**src/design/gfpr_pkg.sv**
```systemverilog
// Shared constants and types for the gap-framed packet receiver.
package gfpr_pkg;

  localparam int          PACKET_BYTES_DEF = 16;
  localparam logic [7:0]  GAP_LIMIT_RST    = 8'd2;
  localparam logic [7:0]  IDLE_MAX         = 8'd255;
  localparam logic        ACT_TICK         = 1'b0;
  localparam logic        ACT_BYTE         = 1'b1;

  typedef enum logic [1:0] {
    EM_IDLE,
    EM_READ,
    EM_SHOW
  } gfpr_em_state_t;

  // Hand-off of a completed packet from the control to the emitter.
  typedef struct packed {
    logic start;
    logic half;
  } gfpr_start_t;

endpackage

```
**src/design/gfpr_if.sv**
```systemverilog
// Channel interfaces: input events, result bytes and configuration writes.
interface gfpr_in_if;
  logic       valid;
  logic       ready;
  logic       action;
  logic [7:0] rx_byte;
  logic       overrun_error;
  logic       framing_error;
  modport source (output valid, action, rx_byte, overrun_error, framing_error, input ready);
  modport sink   (input valid, action, rx_byte, overrun_error, framing_error, output ready);
endinterface

interface gfpr_out_if;
  logic       valid;
  logic       ready;
  logic [3:0] byte_index;
  logic [7:0] packet_byte;
  logic       buffer_half;
  logic       last;
  modport source (output valid, byte_index, packet_byte, buffer_half, last, input ready);
  modport sink   (input valid, byte_index, packet_byte, buffer_half, last, output ready);
endinterface

interface gfpr_cfg_if;
  logic       valid;
  logic       ready;
  logic [7:0] data;
  modport source (output valid, data, input ready);
  modport sink   (input valid, data, output ready);
endinterface

```
**src/design/gap_framed_packet_receiver_unit.sv**
```systemverilog
// Top level of the gap-framed packet receiver.
// After a packet's final byte is taken, the emitter steps through its read state and then its output state, where
// the first byte is offered. Input ticks and bytes are taken whenever no packet is being emitted; each emitted byte
// is a memory read, then the output stage, which holds the byte until the result channel takes it.
// No input transaction is taken while a packet is being emitted.
// Reset clears the timer, frame state and count, loads gap_limit 2 and half 1; the store keeps its contents.
module gap_framed_packet_receiver_unit
  import gfpr_pkg::*;
#(
  parameter int PACKET_BYTES = PACKET_BYTES_DEF
) (
  input  logic        clk,
  input  logic        rst_n,
  gfpr_in_if.sink     in_if,
  gfpr_out_if.source  out_if,
  gfpr_cfg_if.sink    cfg_if
);

  localparam int IDX_W = (PACKET_BYTES > 1) ? $clog2(PACKET_BYTES) : 1;

  logic             busy;
  logic             mem_we;
  logic [IDX_W:0]   mem_waddr;
  logic [7:0]       mem_wdata;
  logic             mem_re;
  logic [IDX_W:0]   mem_raddr;
  logic [7:0]       mem_rdata;
  gfpr_start_t      start;

  gfpr_ctrl #(.PACKET_BYTES(PACKET_BYTES), .IDX_W(IDX_W)) u_ctrl (
    .clk       (clk),
    .rst_n     (rst_n),
    .in_if     (in_if),
    .cfg_if    (cfg_if),
    .busy      (busy),
    .mem_we    (mem_we),
    .mem_waddr (mem_waddr),
    .mem_wdata (mem_wdata),
    .start     (start)
  );

  gfpr_mem #(.IDX_W(IDX_W)) u_mem (
    .clk   (clk),
    .we    (mem_we),
    .waddr (mem_waddr),
    .wdata (mem_wdata),
    .re    (mem_re),
    .raddr (mem_raddr),
    .rdata (mem_rdata)
  );

  gfpr_emit #(.PACKET_BYTES(PACKET_BYTES), .IDX_W(IDX_W)) u_emit (
    .clk       (clk),
    .rst_n     (rst_n),
    .start     (start),
    .busy      (busy),
    .mem_re    (mem_re),
    .mem_raddr (mem_raddr),
    .mem_rdata (mem_rdata),
    .out_if    (out_if)
  );

endmodule

```
**src/design/gfpr_mem.sv**
```systemverilog
// Double-buffered packet store: one write port, one registered read port.
module gfpr_mem
  import gfpr_pkg::*;
#(
  parameter int IDX_W = 4
) (
  input  logic             clk,
  input  logic             we,
  input  logic [IDX_W:0]   waddr,
  input  logic [7:0]       wdata,
  input  logic             re,
  input  logic [IDX_W:0]   raddr,
  output logic [7:0]       rdata
);

  logic [7:0] mem [2**(IDX_W+1)];

  always_ff @(posedge clk) begin
    if (we) begin
      mem[waddr] <= wdata;
    end
  end

  // Hold read data between reads.
  always_ff @(posedge clk) begin
    if (re) begin
      rdata <= mem[raddr];
    end
  end

endmodule

```
**src/design/gfpr_ctrl.sv**
```systemverilog
// Frame tracking: idle timer, frame validity, byte count and buffer half.
module gfpr_ctrl
  import gfpr_pkg::*;
#(
  parameter int PACKET_BYTES = PACKET_BYTES_DEF,
  parameter int IDX_W        = 4
) (
  input  logic            clk,
  input  logic            rst_n,
  gfpr_in_if.sink         in_if,
  gfpr_cfg_if.sink        cfg_if,
  input  logic            busy,
  output logic            mem_we,
  output logic [IDX_W:0]  mem_waddr,
  output logic [7:0]      mem_wdata,
  output gfpr_start_t     start
);

  logic [7:0]       gap_r, gap_nxt;
  logic [7:0]       idle_r, idle_nxt;
  logic             fv_r, fv_nxt;
  logic [IDX_W-1:0] cnt_r, cnt_nxt;
  logic             half_r, half_nxt;

  logic             acc;
  logic             new_frame;
  logic             fv_t;
  logic [IDX_W-1:0] cnt_t;
  logic [IDX_W-1:0] slot;
  logic             slot_ok;
  logic             pkt_done;

  assign in_if.ready  = !busy;
  assign cfg_if.ready = 1'b1;
  assign acc          = in_if.valid && in_if.ready;

  assign new_frame = idle_r > gap_r;
  assign fv_t      = new_frame ? 1'b1 : fv_r;
  assign cnt_t     = new_frame ? '0 : cnt_r;
  assign slot      = cnt_t ^ IDX_W'(1);
  // Odd packet sizes: the swapped index of the final byte falls beyond the packet, so that byte is not stored.
  assign slot_ok   = {1'b0, slot} < (IDX_W+1)'(PACKET_BYTES);
  assign pkt_done  = cnt_t == IDX_W'(PACKET_BYTES - 1);

  assign mem_waddr = {half_r, slot};
  assign mem_wdata = in_if.rx_byte;

  always_comb begin
    gap_nxt     = cfg_if.valid ? cfg_if.data : gap_r;
    idle_nxt    = idle_r;
    fv_nxt      = fv_r;
    cnt_nxt     = cnt_r;
    half_nxt    = half_r;
    mem_we      = 1'b0;
    start.start = 1'b0;
    start.half  = half_r;
    if (acc) begin
      if (in_if.action == ACT_TICK) begin
        if (idle_r != IDLE_MAX) begin
          idle_nxt = idle_r + 8'd1;
        end
      end else begin
        idle_nxt = '0;
        if (in_if.overrun_error) begin
          // Abort the frame and drop the byte.
          fv_nxt  = 1'b0;
          cnt_nxt = '0;
        end else begin
          fv_nxt = fv_t && !in_if.framing_error;
          mem_we = slot_ok;
          if (pkt_done) begin
            cnt_nxt = '0;
            if (fv_nxt) begin
              start.start = 1'b1;
              half_nxt    = !half_r;
            end
          end else begin
            cnt_nxt = cnt_t + IDX_W'(1);
          end
        end
      end
    end
  end

  always_ff @(posedge clk) begin
    if (!rst_n) begin
      gap_r  <= GAP_LIMIT_RST;
      idle_r <= '0;
      fv_r   <= 1'b0;
      cnt_r  <= '0;
      half_r <= 1'b1;
    end else begin
      gap_r  <= gap_nxt;
      idle_r <= idle_nxt;
      fv_r   <= fv_nxt;
      cnt_r  <= cnt_nxt;
      half_r <= half_nxt;
    end
  end

  a_idle_sat: assert property (@(posedge clk) disable iff (!rst_n)
    acc && in_if.action == ACT_TICK && idle_r == IDLE_MAX |=> idle_r == IDLE_MAX)
    else $error("idle timer left saturation on a tick");

  a_toggle: assert property (@(posedge clk) disable iff (!rst_n)
    start.start |=> half_r != $past(half_r))
    else $error("buffer half did not toggle on packet completion");

  a_cnt_range: assert property (@(posedge clk) disable iff (!rst_n)
    {1'b0, cnt_r} < (IDX_W+1)'(PACKET_BYTES))
    else $error("byte count out of range");

endmodule

```
**src/design/gfpr_emit.sv**
```systemverilog
// Packet emitter: reads the completed half byte by byte into the result channel.
module gfpr_emit
  import gfpr_pkg::*;
#(
  parameter int PACKET_BYTES = PACKET_BYTES_DEF,
  parameter int IDX_W        = 4
) (
  input  logic            clk,
  input  logic            rst_n,
  input  gfpr_start_t     start,
  output logic            busy,
  output logic            mem_re,
  output logic [IDX_W:0]  mem_raddr,
  input  logic [7:0]      mem_rdata,
  gfpr_out_if.source      out_if
);

  gfpr_em_state_t   state_r, state_nxt;
  logic [IDX_W-1:0] idx_r, idx_nxt;
  logic             half_r, half_nxt;
  logic             is_last;

  assign is_last = idx_r == IDX_W'(PACKET_BYTES - 1);

  always_comb begin
    state_nxt = state_r;
    idx_nxt   = idx_r;
    half_nxt  = half_r;
    unique case (state_r)
      EM_IDLE: begin
        if (start.start) begin
          state_nxt = EM_READ;
          idx_nxt   = '0;
          half_nxt  = start.half;
        end
      end
      EM_READ: state_nxt = EM_SHOW;
      EM_SHOW: begin
        if (out_if.ready) begin
          if (is_last) begin
            state_nxt = EM_IDLE;
          end else begin
            state_nxt = EM_READ;
            idx_nxt   = idx_r + IDX_W'(1);
          end
        end
      end
      default: state_nxt = EM_IDLE;
    endcase
  end

  always_comb begin
    busy               = state_r != EM_IDLE;
    mem_re             = state_r == EM_READ;
    mem_raddr          = {half_r, idx_r};
    out_if.valid       = state_r == EM_SHOW;
    out_if.byte_index  = 4'(idx_r);
    out_if.packet_byte = mem_rdata;
    out_if.buffer_half = half_r;
    out_if.last        = is_last;
  end

  always_ff @(posedge clk) begin
    if (!rst_n) begin
      state_r <= EM_IDLE;
      idx_r   <= '0;
      half_r  <= 1'b0;
    end else begin
      state_r <= state_nxt;
      idx_r   <= idx_nxt;
      half_r  <= half_nxt;
    end
  end

  a_start: assert property (@(posedge clk) disable iff (!rst_n)
    start.start |=> state_r == EM_READ && idx_r == '0)
    else $error("emitter missed a packet start");

  a_read_show: assert property (@(posedge clk) disable iff (!rst_n)
    state_r == EM_READ |=> state_r == EM_SHOW)
    else $error("read not followed by result");

  a_start_idle: assert property (@(posedge clk) disable iff (!rst_n)
    start.start |-> state_r == EM_IDLE)
    else $error("packet started while emitting");

endmodule
```
**src/flat_wrapper.sv**
```systemverilog
// flat-port wrapper written by rule: the top's interface ports become plain ports
module gap_framed_packet_receiver_unit_flat import gfpr_pkg::*;
#(
  parameter int PACKET_BYTES = PACKET_BYTES_DEF
)
  (clk, rst_n, in_if_valid, in_if_action, in_if_rx_byte, in_if_overrun_error, in_if_framing_error, in_if_ready, out_if_valid, out_if_byte_index, out_if_packet_byte, out_if_buffer_half, out_if_last, out_if_ready, cfg_if_valid, cfg_if_data, cfg_if_ready);
  gfpr_in_if in_if_i ();
  gfpr_out_if out_if_i ();
  gfpr_cfg_if cfg_if_i ();
  input  logic clk;
  input  logic rst_n;
  input wire logic [$bits(in_if_i.valid)-1:0] in_if_valid;
  input wire logic [$bits(in_if_i.action)-1:0] in_if_action;
  input wire logic [$bits(in_if_i.rx_byte)-1:0] in_if_rx_byte;
  input wire logic [$bits(in_if_i.overrun_error)-1:0] in_if_overrun_error;
  input wire logic [$bits(in_if_i.framing_error)-1:0] in_if_framing_error;
  output wire logic [$bits(in_if_i.ready)-1:0] in_if_ready;
  output wire logic [$bits(out_if_i.valid)-1:0] out_if_valid;
  output wire logic [$bits(out_if_i.byte_index)-1:0] out_if_byte_index;
  output wire logic [$bits(out_if_i.packet_byte)-1:0] out_if_packet_byte;
  output wire logic [$bits(out_if_i.buffer_half)-1:0] out_if_buffer_half;
  output wire logic [$bits(out_if_i.last)-1:0] out_if_last;
  input wire logic [$bits(out_if_i.ready)-1:0] out_if_ready;
  input wire logic [$bits(cfg_if_i.valid)-1:0] cfg_if_valid;
  input wire logic [$bits(cfg_if_i.data)-1:0] cfg_if_data;
  output wire logic [$bits(cfg_if_i.ready)-1:0] cfg_if_ready;
  assign in_if_i.valid = in_if_valid;
  assign in_if_i.action = in_if_action;
  assign in_if_i.rx_byte = in_if_rx_byte;
  assign in_if_i.overrun_error = in_if_overrun_error;
  assign in_if_i.framing_error = in_if_framing_error;
  assign in_if_ready = in_if_i.ready;
  assign out_if_valid = out_if_i.valid;
  assign out_if_byte_index = out_if_i.byte_index;
  assign out_if_packet_byte = out_if_i.packet_byte;
  assign out_if_buffer_half = out_if_i.buffer_half;
  assign out_if_last = out_if_i.last;
  assign out_if_i.ready = out_if_ready;
  assign cfg_if_i.valid = cfg_if_valid;
  assign cfg_if_i.data = cfg_if_data;
  assign cfg_if_ready = cfg_if_i.ready;
  gap_framed_packet_receiver_unit #(.PACKET_BYTES(PACKET_BYTES)) u_core (.clk(clk), .rst_n(rst_n), .in_if(in_if_i), .out_if(out_if_i), .cfg_if(cfg_if_i));
endmodule
```
**config.mk**
```make
export PLATFORM = sky130hd
export DESIGN_NAME = gap_framed_packet_receiver_unit_flat
export DESIGN_NICKNAME = d
export VERILOG_FILES = /design/src/design/gfpr_pkg.sv /design/src/design/gfpr_if.sv /design/src/design/gap_framed_packet_receiver_unit.sv /design/src/design/gfpr_mem.sv /design/src/design/gfpr_ctrl.sv /design/src/design/gfpr_emit.sv /design/src/flat_wrapper.sv
export SDC_FILE = /design/constraint.sdc
export NUM_CORES = 1
export LEC_CHECK = 0
export BUFFER_PORTS_ARGS = -buffer_cell sky130_fd_sc_hd__buf_2
export CAP_MARGIN = 30
export CORE_MARGIN = 2
export CORE_UTILIZATION = 55
export CTS_CLUSTER_DIAMETER = 80
export DETAILED_ROUTE_END_ITERATION = 16
export PLACE_DENSITY = 0.82
export RECOVER_POWER = 100
export SLEW_MARGIN = 25
export SYNTH_ARGS = -nofsm -noshare
export SYNTH_HDL_FRONTEND = slang
export SYNTH_SLANG_ARGS = --single-unit
export TNS_END_PERCENT = 5
```
**constraint.sdc**
```tcl
create_clock -name clk -period 3 [get_ports clk]
set_clock_uncertainty 0.05 [all_clocks]
set_input_delay 0.6 -clock clk [delete_from_list [all_inputs] [get_ports clk]]
set_output_delay 0.6 -clock clk [all_outputs]
set_load 0.005 [all_outputs]
```
==> impl_metrics.ini <==
[outcome]
status = finished with violations
violations = capacitance limit, slew limit

[power]
pwr-share-clk_pct = 43.4
internal_power_w = 0.006584
power_density_mw_per_mm2 = 602.1
p_leak_nw = 4.320
vdd_ir_drop_max_mv = 0.4712
combPwrFrac_pct = 1.9
pwr-share-seq_pct = 54.7
switching_share_pct = 19.31
p_switching_w = 0.001575

[flow_run]
cap_viol_max_count = 5

[sta]
finalCritPeriodShare_pct = 94.44
rsz0062_at_grt = yes
maxSlewViolCount = 132
period_needed_ns = 2.833
tightest_slew_ns = 1.687
max_freq_mhz = 352.9
max_slew_margin_pct = -12.44
finalSetupViolations = 0
timing.hold.ws_ns = 0.2283
hold_viol_final = 0

[setup_path]
crit_slowest_cell = nor3_4
path_class = flop to flop
r2r_end = u_core.u_emit.out_if.buffer_half
endpoint_kind = flop
rr_startpoint = u_core.u_ctrl.gap_r[7]
worstSetupStartpoint = u_core.u_ctrl.gap_r[7]
slowest_delay_ns = 0.37
r2r_cells = 12
cp_max_fo = 7
crit_top_cell = nor2_2
start_kind = flop
regToRegSetupSlack_ns = 0.17
crit_end = u_core.u_emit.out_if.buffer_half
cp.required_ns = 3.36
crit_path_cell_trace = inv_1 -> ha_1 -> nand4_1 -> nor2_2 -> a211oi_2 -> nor2_2 -> and2_2 -> ha_4 -> and3_1 -> nand4b_1 -> nor3_4 -> o21bai_1
arrival_ns = 3.19

[floorplan]
initial_core_util_pct = 56.16
dieArea_mm2 = 0.02265
core_mm2 = 0.02102
io_pins = 41
die_w_um = 150.5
chipHeight_um = 150.5
rows = 53

[layout]
syn2layout_area_growth_pct = 14.77
fin_cells = 990
fin_nets = 730
stdcell_area_mm2 = 0.01355
antenna_cells = 0
drive_gt1_share_pct = 30.35
num-fill-cells = 1352

[placement]
gp_congestion = 0.8934
place_area_mm2 = 0.01259
hpwl_mm = 15.09
port_buffers = 39
post-place-cells = 936

[synthesis]
synth.distinct_cells = 50
synthArstFlopShare_pct = 0
ys_seq_area_share_pct = 72.06
yosysWarnings = 0
synth_edf_count = 264
syn_area_per_cell_um2 = 19.48
yosys_register_bits = 293
syn_nets = 644
syn_area_mm2 = 0.01181
yosys_most_used_dff = edfxtp_1
synth_cells = 606

[global_route]
antenna_found_initial = 0
track_usage_pct = 22.77
grt_max_degree = 66
grt_pass1_vias = 6373
grt_pass1_wl_mm = 37.83
grt_remaining_overflow = 0

[drt]
drt_iter0_markers = 578
drtPass1Iterations = 5
wire_per_inst_um = 24.75
via_per_inst = 6.228
wirelength_mm = 24.50
ant_nets = 0
route.detailed.drc = 0
vias = 6166

[clock_tree]
clock_latency_ns = 0.55
cts.clk_slew.worst_paths_ns = 0.06
cts_max_path_buffers = 3
post_cts_buffers = 0
cts_root_buf = clkbuf_16
htree_levels = 1
cts.sinks = 293
cts_tree = built
cts_buffers = 29

[hold_path]
hold_path.class = input port to flop
[cells by family (layout without fill, tap and decap cells)]
family / Yosys count / after routing / share of synthesized area [%]
flip-flops: 293 / 293 / 72.06
AND/OR/NAND/NOR: 121 / 121 / 5.522
multiplexers: 97 / 97 / 16.79
buffers and inverters: 40 / 149 / 1.674
AO/OA/AOI/OAI: 33 / 33 / 1.918
adder cells (fa/ha/maj): 14 / 14 / 1.484
XOR/XNOR: 7 / 7 / 0.5193
other: 1 / 1 / 0.03176
[repair_timing]
action                     4_1_cts  5_1_grt
pin swaps                        0        4
cloned                           0        0
setup endpoints to repair        8      172
resized for setup                2       11
hold buffers                     0        0
[cell usage in the layout, fill, tap and decap left out, types with 4 or more instances in the layout]
cell type  netlist  routed
edfxtp_1       264     264
mux4_2          80      80
buf_4            1      42
clkbuf_16        0      29
dfxtp_1         29      27
nor3_1          26      26
clkbuf_1        18      26
buf_2            5      24
nand2_1         21      18
nor2_1          19      16
nor2b_1         14      14
ha_1            14      13
inv_1            9       9
mux2i_1          9       9
mux2_2           8       8
nand3_1          6       6
a21oi_1          6       6
xor2_1           6       6
nand4_1          5       5
o21ai_0          5       5
clkinv_1         0       5
nand3b_1         4       4
nor3b_1          4       4
buf_12           0       4
[power groups by stage]
stage	logic, W	clock network, W	registers [W]
2_1_floorplan	0.0000595	0	0.00455
3_3_place_gp	0.000141	0	0.00455
3_5_place_dp	0.000152	0	0.00455
4_1_cts	0.000154	0.00358	0.00446
5_1_grt	0.000172	0.00373	0.00446
6_report	0.000156	0.00354	0.00446
[metal layers]
metal	vias up	GRT usage (%)	routed length, um
met4	0	6.368	542
met3	36	4.848	2105
met2	291	37.00	12160
met1	3193	31.76	9694
met5	-	0	0
li1	2646	-	-
[how the worst min path moves through the flow]
stage | from | to | slack, ns | cells after the start
3_5_place_dp | u_core.u_ctrl.fv_r | u_core.u_ctrl.fv_r | 0.40 | 2
3_3_place_gp | u_core.u_ctrl.fv_r | u_core.u_ctrl.fv_r | 0.39 | 2
6_report | cfg_if_data[1] | u_core.u_ctrl.gap_r[1] | 0.23 | 3
5_1_grt | cfg_if_data[1] | u_core.u_ctrl.gap_r[1] | 0.27 | 3
2_1_floorplan | u_core.u_ctrl.fv_r | u_core.u_ctrl.fv_r | 0.37 | 2
4_1_cts | cfg_if_data[1] | u_core.u_ctrl.gap_r[1] | 0.21 | 3
[worst max-delay path: cells and delay by family (launching register included)]
kind	cells	cell delay, ns
adder cells (fa/ha/maj)	2	0.49
AO/OA/AOI/OAI	2	0.18
flip-flops	1	0.34
buffers and inverters	1	0.05
AND/OR/NAND/NOR	7	1.60
[Yosys cell counts (2+ instances only)]
cell type  instances  area (um^2)
nor2b_1           14        87.58
nand3_1            6        30.03
nand3b_1           4        30.03
nor4_1             2        12.51
mux2_2             8        90.09
nor3_1            26        130.1
clkbuf_1          18        67.56
mux2i_1            9        90.09
o31ai_1            3        22.52
a211oi_1           4        30.03
a21oi_1            6        30.03
nor2_1            19        71.32
buf_2              5        25.02
o211ai_1           3        22.52
nand4_1            5        31.28
inv_1              9        33.78
buf_1              2        7.510
and2_1             4        25.02
ha_1              14        175.2
mux4_2            80         1802
o21ai_0            5        25.02
a31oi_1            2        12.51
nor3b_1            4        30.03
xor2_1             6        52.55
buf_6              5        56.30
or3b_2             2        17.52
o21bai_1           2        15.01
nand2_1           21        78.83
nand2b_1           3        18.77
o21a_1             2        15.01
and3_1             3        18.77
edfxtp_1         264         7928
dfxtp_1           29        580.6
[sequential cells by signal, summed over array words and instances, names as in the netlist]
name and cells:
u_core.u_ctrl.cnt_r 4, u_core.u_ctrl.fv_r 1, u_core.u_ctrl.gap_r 8, u_core.u_ctrl.half_r 1
u_core.u_ctrl.idle_r 8, u_core.u_emit.out_if.buffer_half 1, u_core.u_emit.out_if.byte_index 4, u_core.u_emit.state_r 2
u_core.u_mem.mem 256, u_core.u_mem.rdata 8
[area by class of cell]
cell class                      count  area [um^2]  area share, %
Sequential cell                   293         8513          62.83
Tap cell                          275        344.1          2.539
Inverter                            9        33.78         0.2493
Clock inverter                     13        141.4          1.043
Timing Repair Buffer               86        575.6          4.247
Clock buffer                       41        790.8          5.836
Multi-Input combinational cell    273         3152          23.26
[metrics by stage]
step	setup WS, ns	TNS [ns]	utilization [%]	total power, W
5_1_grt	-0.03683	-0.08057	64.46	0.008363
4_1_cts	0.03243	0	64.39	0.008196
2_1_floorplan	-0.1139	-6.927	-	0.004605
3_5_place_dp	0.03268	0	59.91	0.004699
3_3_place_gp	0.1424	0	59.91	0.004686
6_report	0.1667	0	64.46	0.008159
(Power assumes the default switching activity.)
